===== config.mk =====
export PLATFORM = sky130hd
export DESIGN_NAME = weather_frame_parser_unit
export DESIGN_NICKNAME = d
export VERILOG_FILES = /design/src/hdl/wfp_pkg.sv /design/src/hdl/wfp_decode.sv /design/src/hdl/weather_frame_parser_unit.sv
export VERILOG_INCLUDE_DIRS = /design/src /design/src/hdl
export SDC_FILE = /design/constraint.sdc
export NUM_CORES = 1
export LEC_CHECK = 0
export BUFFER_PORTS_ARGS = -buffer_cell sky130_fd_sc_hd__buf_2
export CELL_PAD_IN_SITES_DETAIL_PLACEMENT = 1
export CELL_PAD_IN_SITES_GLOBAL_PLACEMENT = 2
export CORE_ASPECT_RATIO = 0.9
export CORE_UTILIZATION = 35
export CTS_BUF_LIST = sky130_fd_sc_hd__clkbuf_2 sky130_fd_sc_hd__clkbuf_4 sky130_fd_sc_hd__clkbuf_8
export DETAILED_ROUTE_END_ITERATION = 16
export PLACE_DENSITY = 0.73
export SYNTH_ARGS = -nofsm -noshare
export SYNTH_HDL_FRONTEND = slang
export SYNTH_HIERARCHICAL = 1
export SYNTH_SLANG_ARGS = --single-unit
export TNS_END_PERCENT = 100

===== constraint.sdc =====
create_clock -name i_clk -period 9.75 [get_ports i_clk]
set_input_delay 0.4875 -clock i_clk [delete_from_list [all_inputs] [get_ports i_clk]]
set_output_delay 0.4875 -clock i_clk [all_outputs]
set_load 0.05 [all_outputs]

===== src/hdl/weather_frame_parser_unit_defines.svh =====
// Assertion helpers used by the parser unit.
`ifndef WEATHER_FRAME_PARSER_UNIT_DEFINES_SVH
`define WEATHER_FRAME_PARSER_UNIT_DEFINES_SVH

// Same-cycle implication, checked outside reset.
`define WFP_ASSERT_IMPL(label, clk, rst_n, ante, cons) \
    label: assert property (@(posedge clk) disable iff (!(rst_n)) (ante) |-> (cons)) \
        else $error("weather frame parser check failed");

// Next-cycle implication, checked outside reset.
`define WFP_ASSERT_NEXT(label, clk, rst_n, ante, cons) \
    label: assert property (@(posedge clk) disable iff (!(rst_n)) (ante) |=> (cons)) \
        else $error("weather frame parser check failed");

`endif


===== src/hdl/wfp_pkg.sv =====
package wfp_pkg;

    localparam int FRAME_DEPTH = 16;
    localparam int IDX_W       = $clog2(FRAME_DEPTH);
    localparam int CNT_W       = $clog2(FRAME_DEPTH + 1);

    localparam logic [7:0] SYNC_BYTE   = 8'hFF;
    localparam logic [7:0] SUM_SEED    = 8'hFE;  // 0xFF + 0xFF mod 256
    localparam logic [7:0] TYPE_THB    = 8'h06;
    localparam logic [7:0] TYPE_WIND   = 8'h00;
    localparam logic [7:0] TYPE_OUTDOOR = 8'h03;
    localparam logic [7:0] TYPE_CLOCK  = 8'h0F;

    localparam logic [15:0] IDLE_LIMIT_RST = 16'd500;

    localparam int PRESS_OFS   = 856;
    localparam int YEAR_BASE   = 2000;
    localparam int WIND_SCALE  = 36;
    localparam int WIND_ROUND  = 5;
    localparam int SECTOR_BIAS = 22;
    // x / 10 == (x * 52429) >> 19 for every 16-bit x
    localparam int RECIP10     = 52429;
    localparam int RECIP10_SH  = 19;
    // y / 45 == (y * 1457) >> 16 for y below 2259
    localparam int RECIP45     = 1457;
    localparam int RECIP45_SH  = 16;

    typedef enum logic [1:0] {
        ST_SYNC1,
        ST_SYNC2,
        ST_TYPE,
        ST_COLLECT
    } t_hunt;

    typedef enum logic [1:0] {
        REC_INDOOR  = 2'd0,
        REC_WIND    = 2'd1,
        REC_OUTDOOR = 2'd2,
        REC_CLOCK   = 2'd3
    } t_rec_kind;

    typedef struct packed {
        logic       kind;
        logic [7:0] rx_byte;
    } t_in_item;

    typedef struct packed {
        t_rec_kind   record_kind;
        logic [14:0] temp_tenths;
        logic [7:0]  humidity_pct;
        logic [10:0] pressure_hpa;
        logic [12:0] wind_kmh_tenths;
        logic [10:0] wind_angle;
        logic [2:0]  wind_sector;
        logic [7:0]  minute_val;
        logic [7:0]  hour_val;
        logic [7:0]  day_val;
        logic [7:0]  month_val;
        logic [11:0] year_val;
    } t_out_item;

    // Completed frame as handed to the decoder.
    typedef struct packed {
        t_rec_kind   kind;
        logic [7:0]  b1;
        logic [7:0]  b2;
        logic [7:0]  b3;
        logic [7:0]  b4;
        logic [7:0]  b5;
        logic [7:0]  b6;
        logic [15:0] wind_x;   // speed digits * 36 + 5
        logic [10:0] angle;
    } t_snap;

    function automatic logic [7:0] bcd2(input logic [7:0] b);
        logic [7:0] hi;
        hi = {4'd0, b[7:4]};
        return 8'((hi << 3) + (hi << 1) + {4'd0, b[3:0]});
    endfunction

endpackage


===== src/hdl/wfp_decode.sv =====
module wfp_decode (
    input  wfp_pkg::t_snap     i_snap,
    output wfp_pkg::t_out_item o_rec
);

    logic [31:0] wind_prod;
    logic [10:0] sector_in;
    logic [21:0] sector_prod;

    assign wind_prod   = 32'(i_snap.wind_x) * 32'(wfp_pkg::RECIP10);
    assign sector_in   = i_snap.angle + 11'(wfp_pkg::SECTOR_BIAS);
    assign sector_prod = 22'(sector_in) * 22'(wfp_pkg::RECIP45);

    always_comb begin
        o_rec             = '0;
        o_rec.record_kind = i_snap.kind;
        case (i_snap.kind)
            wfp_pkg::REC_INDOOR, wfp_pkg::REC_OUTDOOR: begin
                o_rec.temp_tenths  = 15'(i_snap.b3) * 15'd100
                                   + 15'(wfp_pkg::bcd2(i_snap.b2));
                o_rec.humidity_pct = wfp_pkg::bcd2(i_snap.b4);
                if (i_snap.kind == wfp_pkg::REC_INDOOR) begin
                    o_rec.pressure_hpa = 11'(i_snap.b6) + 11'(wfp_pkg::PRESS_OFS);
                end
            end
            wfp_pkg::REC_WIND: begin
                o_rec.wind_kmh_tenths = wind_prod[wfp_pkg::RECIP10_SH +: 13];
                o_rec.wind_angle      = i_snap.angle;
                o_rec.wind_sector     = sector_prod[wfp_pkg::RECIP45_SH +: 3];
            end
            default: begin
                o_rec.minute_val = wfp_pkg::bcd2(i_snap.b1);
                o_rec.hour_val   = wfp_pkg::bcd2(i_snap.b2);
                o_rec.day_val    = wfp_pkg::bcd2(i_snap.b3);
                o_rec.month_val  = wfp_pkg::bcd2(i_snap.b4);
                o_rec.year_val   = 12'(wfp_pkg::bcd2(i_snap.b5))
                                 + 12'(wfp_pkg::YEAR_BASE);
            end
        endcase
    end

endmodule


===== src/hdl/weather_frame_parser_unit.sv =====
// Weather station serial frame decoder. Each input transfer is a received byte
// or an idle tick; the unit takes one transfer every clock cycle while input
// ready is high, with the sync hunt, frame store and running checksum updated
// at the transfer itself. When the last byte of a frame with a good checksum
// arrives, the frame is latched into a snapshot register, and from there it is
// decoded into the output register once that register is free. Bad checksums,
// unknown type bytes and idle timeouts produce no record and restart the hunt.
// The snapshot register and the output register form a two-entry queue: input
// ready drops only when both hold a record and the output side is stalled.
// i_cfg_data goes to the idle limit on any non-reset cycle with i_cfg_we high.
`include "weather_frame_parser_unit_defines.svh"

module weather_frame_parser_unit (
    input  logic               i_clk,
    input  logic               i_rst_n,
    // byte / idle tick stream
    input  logic               i_in_valid,
    output logic               o_in_ready,
    input  wfp_pkg::t_in_item  i_in_data,
    // decoded records
    output logic               o_out_valid,
    input  logic               i_out_ready,
    output wfp_pkg::t_out_item o_out_data,
    // idle limit register
    input  logic               i_cfg_we,
    input  logic [15:0]        i_cfg_data
);

    localparam int CNT_W = wfp_pkg::CNT_W;
    localparam int IDX_W = wfp_pkg::IDX_W;
    localparam logic [CNT_W-1:0] LEN_THB   = CNT_W'(12);
    localparam logic [CNT_W-1:0] LEN_WIND  = CNT_W'(9);
    localparam logic [CNT_W-1:0] LEN_SHORT = CNT_W'(7);

    // parser state
    wfp_pkg::t_hunt      r_state, n_state;
    logic [CNT_W-1:0]    r_cnt, n_cnt;
    logic [15:0]         r_idle, n_idle;
    logic [15:0]         r_limit;
    logic [7:0]          r_sum, n_sum;
    logic [CNT_W-1:0]    r_len, n_len;
    wfp_pkg::t_rec_kind  r_kind, n_kind;
    logic [7:0]          r_frame [wfp_pkg::FRAME_DEPTH];

    // snapshot and output stages
    logic                r_snap_v, n_snap_v;
    wfp_pkg::t_snap      r_snap, n_snap;
    logic                r_out_v, n_out_v;
    wfp_pkg::t_out_item  r_out;
    wfp_pkg::t_out_item  dec_rec;

    logic                in_xfer;
    logic                out_free;
    logic                snap_move;
    logic                wr_en;
    logic [IDX_W-1:0]    wr_idx;
    logic                frame_good;
    logic [CNT_W-1:0]    cnt_inc;
    logic [7:0]          c;
    logic [10:0]         wind_digits;

    assign c         = i_in_data.rx_byte;
    assign out_free  = !r_out_v || i_out_ready;
    assign snap_move = r_snap_v && out_free;
    assign o_in_ready = !r_snap_v || out_free;
    assign in_xfer   = i_in_valid && o_in_ready;
    assign cnt_inc   = r_cnt + CNT_W'(1);

    // Parser: idle timeout, sync hunt, type decode, byte collection and checksum.
    always_comb begin
        n_state    = r_state;
        n_cnt      = r_cnt;
        n_idle     = r_idle;
        n_sum      = r_sum;
        n_len      = r_len;
        n_kind     = r_kind;
        wr_en      = 1'b0;
        wr_idx     = r_cnt[IDX_W-1:0];
        frame_good = 1'b0;
        if (in_xfer) begin
            if (i_in_data.kind) begin
                // idle tick: time out the hunt or keep counting
                if (r_idle >= r_limit) begin
                    n_state = wfp_pkg::ST_SYNC1;
                    n_cnt   = '0;
                    n_idle  = '0;
                end else begin
                    n_idle = r_idle + 16'd1;
                end
            end else begin
                n_idle = '0;
                case (r_state)
                    wfp_pkg::ST_SYNC1: begin
                        if (c == wfp_pkg::SYNC_BYTE) begin
                            n_state = wfp_pkg::ST_SYNC2;
                        end
                    end
                    wfp_pkg::ST_SYNC2: begin
                        n_state = (c == wfp_pkg::SYNC_BYTE) ? wfp_pkg::ST_TYPE
                                                            : wfp_pkg::ST_SYNC1;
                    end
                    wfp_pkg::ST_TYPE: begin
                        // store type byte at slot zero and start the sum
                        n_state = wfp_pkg::ST_COLLECT;
                        n_cnt   = CNT_W'(1);
                        n_sum   = wfp_pkg::SUM_SEED + c;
                        wr_en   = 1'b1;
                        wr_idx  = '0;
                        case (c)
                            wfp_pkg::TYPE_THB: begin
                                n_len  = LEN_THB;
                                n_kind = wfp_pkg::REC_INDOOR;
                            end
                            wfp_pkg::TYPE_WIND: begin
                                n_len  = LEN_WIND;
                                n_kind = wfp_pkg::REC_WIND;
                            end
                            wfp_pkg::TYPE_OUTDOOR: begin
                                n_len  = LEN_SHORT;
                                n_kind = wfp_pkg::REC_OUTDOOR;
                            end
                            wfp_pkg::TYPE_CLOCK: begin
                                n_len  = LEN_SHORT;
                                n_kind = wfp_pkg::REC_CLOCK;
                            end
                            default: begin
                                // unknown type: drop and hunt again
                                n_state = wfp_pkg::ST_SYNC1;
                                n_cnt   = '0;
                                n_sum   = r_sum;
                                wr_en   = 1'b0;
                            end
                        endcase
                    end
                    wfp_pkg::ST_COLLECT: begin
                        wr_en = (r_cnt < CNT_W'(wfp_pkg::FRAME_DEPTH));
                        n_cnt = cnt_inc;
                        n_sum = r_sum + c;
                        if (cnt_inc >= r_len) begin
                            // last byte carries the checksum
                            n_state    = wfp_pkg::ST_SYNC1;
                            n_cnt      = '0;
                            frame_good = (r_sum == c);
                        end
                    end
                    default: begin
                        n_state = wfp_pkg::ST_SYNC1;
                        n_cnt   = '0;
                    end
                endcase
            end
        end
    end

    // Snapshot of the finished frame, with the wind pre-products.
    assign wind_digits = 11'(r_frame[4][7:4]) * 11'd100
                       + 11'(r_frame[4][3:0]) * 11'd10
                       + 11'(r_frame[3][7:4]);

    always_comb begin
        n_snap        = r_snap;
        n_snap_v      = r_snap_v;
        if (snap_move) begin
            n_snap_v = 1'b0;
        end
        if (frame_good) begin
            n_snap_v      = 1'b1;
            n_snap.kind   = r_kind;
            n_snap.b1     = r_frame[1];
            n_snap.b2     = r_frame[2];
            n_snap.b3     = r_frame[3];
            n_snap.b4     = r_frame[4];
            n_snap.b5     = r_frame[5];
            n_snap.b6     = r_frame[6];
            n_snap.wind_x = 16'(wind_digits) * 16'(wfp_pkg::WIND_SCALE)
                          + 16'(wfp_pkg::WIND_ROUND);
            n_snap.angle  = 11'(r_frame[3][3:0]) * 11'd100
                          + 11'(wfp_pkg::bcd2(r_frame[2]));
        end
    end

    wfp_decode u_decode (
        .i_snap (r_snap),
        .o_rec  (dec_rec)
    );

    // Output register: load on snapshot advance, drop once taken.
    always_comb begin
        n_out_v = r_out_v;
        if (snap_move) begin
            n_out_v = 1'b1;
        end else if (i_out_ready) begin
            n_out_v = 1'b0;
        end
    end

    always_ff @(posedge i_clk) begin
        if (!i_rst_n) begin
            r_state  <= wfp_pkg::ST_SYNC1;
            r_cnt    <= '0;
            r_idle   <= '0;
            r_limit  <= wfp_pkg::IDLE_LIMIT_RST;
            r_snap_v <= 1'b0;
            r_out_v  <= 1'b0;
        end else begin
            r_state  <= n_state;
            r_cnt    <= n_cnt;
            r_idle   <= n_idle;
            r_snap_v <= n_snap_v;
            r_out_v  <= n_out_v;
            if (i_cfg_we) begin
                r_limit <= i_cfg_data;
            end
        end
    end

    always_ff @(posedge i_clk) begin
        r_sum  <= n_sum;
        r_len  <= n_len;
        r_kind <= n_kind;
        r_snap <= n_snap;
        if (wr_en) begin
            r_frame[wr_idx] <= c;
        end
        if (snap_move) begin
            r_out <= dec_rec;
        end
    end

    assign o_out_valid = r_out_v;
    assign o_out_data  = r_out;

    // Checks
    `WFP_ASSERT_IMPL(a_collect_count, i_clk, i_rst_n,
        r_state == wfp_pkg::ST_COLLECT, r_cnt != '0 && r_cnt < r_len)
    `WFP_ASSERT_IMPL(a_hunt_count_clear, i_clk, i_rst_n,
        r_state != wfp_pkg::ST_COLLECT, r_cnt == '0)
    `WFP_ASSERT_NEXT(a_out_from_snap, i_clk, i_rst_n,
        !r_snap_v && (!r_out_v || i_out_ready), !o_out_valid)

endmodule

==> results.py, run 1 <==
metrics = {
    "clock_tree": {
        "clockBufferDepth": 3,
        "clk_pin_slew_ns": 0.06,
        "worst_skew_pair.late_latency_ns": 0.64,
        "cts_buffers": 51,
        "cts_resized": 0,
        "ctsRootBufferMaster": "clkbuf_8",
        "cts_tree": "built",
        "cts_sinks": 284,
        "ctsHtreeMaxLevel": 2,
    },
    "sta": {
        "hold_ws_ns": 0.0839,
        "max_freq_ghz": 0.174,
        "slew_headroom_pct": 33.5,
        "slew_viol_final": 0,
        "worst_slew_pin_slew_ns": 0.997,
        "fin_crit_sh_pct": 58.9,
        "fin_skew_ns": 0.0546,
        "finalSetupViolCount": 0,
        "setup_tns_ns": 0,
        "rsz0062_at_grt": "no",
        "setup_ws_ns": 4.01,
        "final_hold_viol_count": 0,
        "timing.final.crit_period_ns": 5.74,
    },
    "synthesis": {
        "ys_ff_latch": 284,
        "ys_types": 78,
        "syn_inst": 1934,
        "synth_warnings": 6,
        "syn_area_um2": 21600,
        "synth_most_common_cell": "inv_1",
        "synth_common_cells": "356 x inv_1, 347 x ha_1, 243 x edfxtp_1, 133 x fa_1, 106 x nor2_1",
        "synthTopCellsByArea": "edfxtp_1 34%, ha_1 20%, fa_1 12%, inv_1 6.2%, dfxtp_1 3.8%",
        "synth_top_area_share_pct": 33.7,
        "synth_edf_count": 243,
        "synth_seq_area_share_pct": 37.5,
        "yosys.area.top_type": "edfxtp_1",
        "ys.flop_type": "edfxtp_1",
        "avgSynthCellArea_um2": 11.2,
        "async_flop_share_pct": 0,
    },
    "power_and_ir_drop": {
        "powerDensity_nw_per_um2": 111,
        "leakage_uw": 0.0112,
        "power.switching_uw": 662,
        "switching_share_pct": 24.3,
        "max-vdd-ir-drop_mv": 0.125,
        "p_int_uw": 2060,
        "total_power_uw": 2720,
        "comb_power_share_pct": 9.1,
        "p_seq_share_pct": 48.3,
        "pwr-share-clk_pct": 42.7,
    },
    "floorplanning": {
        "num_rows": 86,
        "ios": 139,
        "die_area_um2": 62800,
        "start_util_pct": 35.4,
        "die_h_um": 238,
        "coreArea_um2": 61200,
        "die_width_um": 264,
    },
    "run_status": {
        "status": "complete, no violations",
    },
    "global_routing": {
        "grt_max_degree": 75,
        "use_met1_pct": 22.0,
        "antenna_found_initial": 2,
        "gr-usage-met2_pct": 28.5,
        "grt.busiest_layer": "met2",
        "grt_pass1_vias": 15821,
        "grt_use_total_pct": 16.8,
        "grt_pass1_wl_mm": 83.8,
        "met3_usage_pct": 2.34,
        "overflow": 0,
    },
    "cells_and_area": {
        "finish.utilization_pct": 39.9,
        "drive_gt1_share_pct": 11.8,
        "nets": 2625,
        "areaGrowthSynthToFinish_pct": 12.7,
        "antenna_cells": 0,
    },
    "setup_path": {
        "startpoint_type": "register",
        "crit_fanout": 5,
        "worstSetupPathType": "register to register",
        "required_ns": 10.11,
        "crit_path_end_kind": "register",
        "worstPathArrival_ns": 6.10,
    },
    "routing": {
        "routed_wl_mm": 52.1,
        "antenna_left": 0,
        "drc_errors": 0,
        "first_pass_iters": 4,
        "wl_per_cell_um": 17.7,
        "detail_route.iter0.violations": 549,
        "vias_per_cell": 4.88,
        "dr_total_vias": 14376,
    },
    "placed_design": {
        "globalplace.congestion": 0.913,
        "dp_hpwl_mm": 42.0,
        "pre_cts_ws_ns": 4.01,
        "port-buffer-count": 138,
    },
    "worst_hold_path": {
        "hp-class": "input pin to register",
    },
    "run": {
        "drv_cap": 0,
    },
}
[repair_timing]
item,CTS,global route
endpoints found under the hold margin,4,0
setup buffers,0,0
hold buffers,4,0
[cells in the final DEF, fill, tap and decap left out, types with 23 or more instances in the layout]
cell type,synthesis,final
inv_1,356,355
ha_1,347,347
edfxtp_1,243,243
buf_2,4,138
fa_1,133,133
nor2_1,106,106
a21oi_1,72,72
xor2_1,62,62
xnor2_1,62,62
clkbuf_8,0,56
nand2_1,47,47
dfxtp_1,41,41
o21ai_0,36,36
a21o_1,34,34
and3_1,33,33
nor3_1,30,30
nor2b_1,28,28
nand4_1,26,26
nand3_1,23,23
[critical path, stage by stage (launching register included)]
cell,delay (ns)
edfxtp_1,0.38
inv_1,0.14
ha_1,0.28
nor2b_1,0.17
o21a_1,0.19
nand2_1,0.09
xnor2_1,0.50
ha_1,0.24
inv_1,0.08
fa_1,0.53
inv_1,0.05
fa_1,0.51
fa_1,0.50
ha_1,0.31
ha_1,0.21
a2111oi_0,0.39
o21ai_0,0.15
o21ai_0,0.10
o21ai_1,0.18
o311ai_0,0.35
o31ai_1,0.14
[flip-flops by register name, indices dropped and copies added, names as in the netlist]
signal / cells
r_sum: 8
o_out_data: 107
o_out_valid: 1
r_idle: 16
r_frame: 48
r_snap: 74
r_cnt: 5
r_limit: 16
r_snap_v: 1
r_state: 2
r_kind: 2
r_len: 4
[through the flow]
stage | instance area, um^2 | cells
after floorplan | 21700 | 1944
after global placement | 23300 | 2850
after detailed placement | 23300 | 2850
after CTS | 24400 | 2944
after global routing | 24400 | 2944
final | 24400 | 2944
[final timing paths]
path                               startpoint              to  slack, ns  cells past startpoint
worst max register to register      r_snap[1]  o_out_data[46]       4.01                     20
worst max-delay path                r_snap[1]  o_out_data[46]       4.01                     20
worst min register to register  r_frame[6][3]      r_snap[30]       0.39                      0
worst min-delay path            i_cfg_data[8]      r_limit[8]       0.08                      3
[per-layer routing]
layer	vias up	part of all wire [%]	routed length (um)
li1	7005	-	-
met1	7077	47	24500
met2	211	47	24500
met3	83	3.0	1560
met4	0	2.9	1490
met5	-	0	0
[cell families after synthesis]
| family | after synthesis | share of synthesized area [%] |
|---|---|---|
| xor+xnor | 124 | 5.02 |
| buf+inv | 389 | 6.80 |
| other cells | 2 | 0.0347 |
| mux | 16 | 0.746 |
| flops | 284 | 37.5 |
| fa+ha+maj | 480 | 32.4 |
| compound gates | 262 | 8.45 |
| simple gates | 377 | 9.08 |
[power groups by stage]
stage | Clock (uW) | Combinational (uW) | Sequential (uW)
after CTS | 1210 | 250 | 1310
after detailed placement | 0 | 246 | 1340
after floorplan | 0 | 178 | 1340
after global routing | 1260 | 282 | 1310
after global placement | 0 | 243 | 1340
final | 1160 | 246 | 1310
[cell type report]
type	instances	area, um^2
fillers	6762	36800
multi-input cells	1271	12100
flip-flops and latches	284	8120
inverters	356	1340
well taps	792	991
clock buffers	74	906
repair buffers	151	798
clock inverters	16	149
Power figures use the tool's default switching activity.
==> inputs of run 2 (changes only) <==
--- a/config.mk
+++ b/config.mk
@@ -6,6 +6,7 @@
 export SDC_FILE = /design/constraint.sdc
 export NUM_CORES = 1
 export LEC_CHECK = 0
+export ABC_AREA = 1
 export BUFFER_PORTS_ARGS = -buffer_cell sky130_fd_sc_hd__buf_2
 export CELL_PAD_IN_SITES_DETAIL_PLACEMENT = 1
 export CELL_PAD_IN_SITES_GLOBAL_PLACEMENT = 2
@@ -13,7 +14,7 @@
 export CORE_UTILIZATION = 35
 export CTS_BUF_LIST = sky130_fd_sc_hd__clkbuf_2 sky130_fd_sc_hd__clkbuf_4 sky130_fd_sc_hd__clkbuf_8
 export DETAILED_ROUTE_END_ITERATION = 16
-export PLACE_DENSITY = 0.73
+export PLACE_DENSITY = 0.76
 export SYNTH_ARGS = -nofsm -noshare
 export SYNTH_HDL_FRONTEND = slang
 export SYNTH_HIERARCHICAL = 1
==> constraint.sdc (replaced) <==
create_clock -name i_clk -period 5.9 [get_ports i_clk]
set_input_delay 0.295 -clock i_clk [delete_from_list [all_inputs] [get_ports i_clk]]
set_output_delay 0.295 -clock i_clk [all_outputs]
set_load 0.05 [all_outputs]
==> run 2 against run 1 <==
Effect of this change:
- largest power group unchanged
- design area rose by 5.0%
- synthesized cell count increased by 25%
- non-clock buffer count up 21
- largest cell class unchanged
- sequential cell count stayed put
==> results.py, run 2 <==
metrics = {
    "worst_hold_path": {
        "hp-start": "i_in_data[3]",
        "hp-class": "input pin to register",
    },
    "placed_design": {
        "placed_cell_area_um2": 24400,
        "globalplace.congestion": 0.891,
        "place_inst": 3407,
        "port-buffer-count": 138,
        "dp_hpwl_mm": 48.1,
        "pre_cts_ws_ns": 0.484,
    },
    "cells_and_area": {
        "instances_no_fill": 3528,
        "fillers": 7375,
        "regArea_um2": 8120,
        "final_cell_area_um2": 25600,
        "finish.utilization_pct": 40.5,
        "drive_gt1_share_pct": 10.7,
        "antenna_cells": 0,
        "largest_reg_flops": 107,
        "multi_input_area_um2": 12400,
        "nets": 3152,
        "mostFrequentLayoutCells": "528 x inv_1, 351 x nand2_1, 347 x ha_1",
        "final_common_cell": "inv_1",
        "areaGrowthSynthToFinish_pct": 13.5,
    },
    "global_routing": {
        "overflow": 0,
        "grt_pass1_wl_mm": 95.2,
        "antenna_found_initial": 0,
        "grt_pass1_vias": 18194,
        "grt_max_degree": 75,
        "grt_use_total_pct": 18.2,
    },
    "routing": {
        "wl_per_cell_um": 16.6,
        "detail_route.iter0.violations": 545,
        "vias_per_cell": 4.69,
        "dr_total_vias": 16563,
        "drc_errors": 0,
        "antenna_left": 0,
        "first_pass_iters": 7,
        "routed_wl_mm": 58.4,
    },
    "setup_path": {
        "worstPathArrival_ns": 5.82,
        "crit_path_end_kind": "register",
        "required_ns": 6.30,
        "crit_fanout": 5,
        "r2r_start": "r_snap[1]",
        "reg2reg_slack_ns": 0.48,
        "startpoint_type": "register",
        "crit_start": "r_snap[1]",
        "worstSetupPathType": "register to register",
    },
    "synthesis": {
        "synthTopCellsByArea": "edfxtp_1 32%, ha_1 19%, fa_1 12%, inv_1 8.8%, nand2_1 5.8%",
        "synth_edf_count": 243,
        "synth_warnings": 6,
        "synth_common_cells": "528 x inv_1, 351 x nand2_1, 347 x ha_1, 243 x edfxtp_1, 224 x nor2_1",
        "avgSynthCellArea_um2": 9.31,
        "synth_most_common_cell": "inv_1",
        "async_flop_share_pct": 0,
        "syn_inst": 2425,
        "synth_seq_area_share_pct": 36.0,
        "yosys.area.top_type": "edfxtp_1",
        "ys_ff_latch": 284,
        "synth_top_area_share_pct": 32.3,
        "syn_area_um2": 22600,
        "ys_types": 44,
        "ys.flop_type": "edfxtp_1",
    },
    "sta": {
        "setup_tns_ns": 0,
        "fin_crit_sh_pct": 91.8,
        "final_hold_viol_count": 0,
        "rsz0062_at_grt": "no",
        "timing.final.crit_period_ns": 5.42,
        "fin_skew_ns": 0.0563,
        "setup_ws_ns": 0.481,
        "max_freq_ghz": 0.185,
        "finalSetupViolCount": 0,
        "slew_headroom_pct": 24.5,
        "worst_slew_pin_slew_ns": 1.12,
        "slew_viol_final": 0,
    },
    "power_and_ir_drop": {
        "max-vdd-ir-drop_mv": 0.171,
        "powerDensity_nw_per_um2": 175,
        "leakage_uw": 0.0123,
    },
    "floorplanning": {
        "num_rows": 87,
        "start_util_pct": 35.7,
        "die_width_um": 270,
        "coreArea_um2": 63200,
        "ios": 139,
        "die_area_um2": 65500,
        "die_h_um": 243,
    },
    "run": {
        "drv_cap": 0,
    },
    "clock_tree": {
        "clk_pin_slew_ns": 0.06,
        "cts_buffers": 51,
        "clockBufferDepth": 3,
        "cts_tree": "built",
        "ctsRootBufferMaster": "clkbuf_8",
        "cts_sinks": 284,
        "post_cts_buffers": 0,
        "ctsHtreeMaxLevel": 2,
        "worst_skew_pair.late_latency_ns": 0.66,
    },
    "run_status": {
        "status": "complete, no violations",
    },
}
[run 2: cell count changes after synthesis, moves of 33 or more]
cell     before  now
o21ai_0      36   73
nand2_1      47  351
xnor2_1      62   21
inv_1       356  528
a21oi_1      72  127
nor2_1      106  224
and3_1       33    0
nand3_1      23   95
[run 2: where the power goes]
part | internal, uW | switching [uW] | total, uW
Combinational | 163 | 316 | 478
Clock | 952 | 878 | 1830
Sequential | 2170 | 6.08 | 2170
[run 2: what timing repair did]
action,in CTS,in global routing
endpoints found under the hold margin,45,0
hold buffers,27,0
setup endpoints to repair,0,1
resized for setup,0,1
[run 2: path summary, 6_finish.rpt]
path / endpoint / cells past startpoint
max: o_out_data[46] / 25
min: r_frame[5][3] / 1
max reg2reg: o_out_data[46] / 25
min reg2reg: r_snap[73] / 0
[run 2: cells by family (layout without fill, tap and decap cells)]
family	count (synthesis)	in the layout	share of synthesized area [%]
compound gates	234	234	5.50
xor+xnor	72	72	2.79
fa+ha+maj	480	480	31.0
buf+inv	561	809	9.44
flops	284	284	36.0
other cells	2	12	0.0333
simple gates	792	792	15.3
[run 2: area by class of cell]
cell class                 instances  area share (%)
clock inverter                    29           0.728
clock buffer                      65            3.15
timing repair buffer             172            3.96
multi-input combinational       1590            48.4
inverter                         543            7.95
tap                              845            4.13
sequential                       284            31.7
[run 2: routing by layer]
metal  vias up  global-route usage (%)  wire (um)
met4         0                    4.29       1060
met1      8026                    24.2      28000
met2       207                    31.3      27700
met5         -                       0          0
li1       8262                       -          -
met3        68                    2.30       1610
[run 2: critical path, stage by stage (launching register included)]
cell and delay (ns):
edfxtp_1 0.40, inv_1 0.13, ha_1 0.27, o21ai_0 0.27, inv_1 0.07, nor2_1 0.13, nand4_1 0.11, xor2_1 0.27
inv_1 0.14, ha_1 0.31, inv_1 0.08, fa_1 0.53, inv_1 0.06, fa_1 0.51, fa_1 0.49, ha_1 0.31
ha_1 0.31, nand2_1 0.07, inv_1 0.08, nand3_1 0.09, a21oi_1 0.14, nor2_1 0.05, nand2_1 0.10, nand2_1 0.08
a21oi_1 0.14, nor2_1 0.06
[run 2: through the flow]
step	power, uW	hold slack [ns]
after floorplan	2530	0.394
after global placement	2670	0.402
after detailed placement	2680	0.406
after CTS	4570	0.00252
after global routing	4710	0.00567
final	4480	0.0458
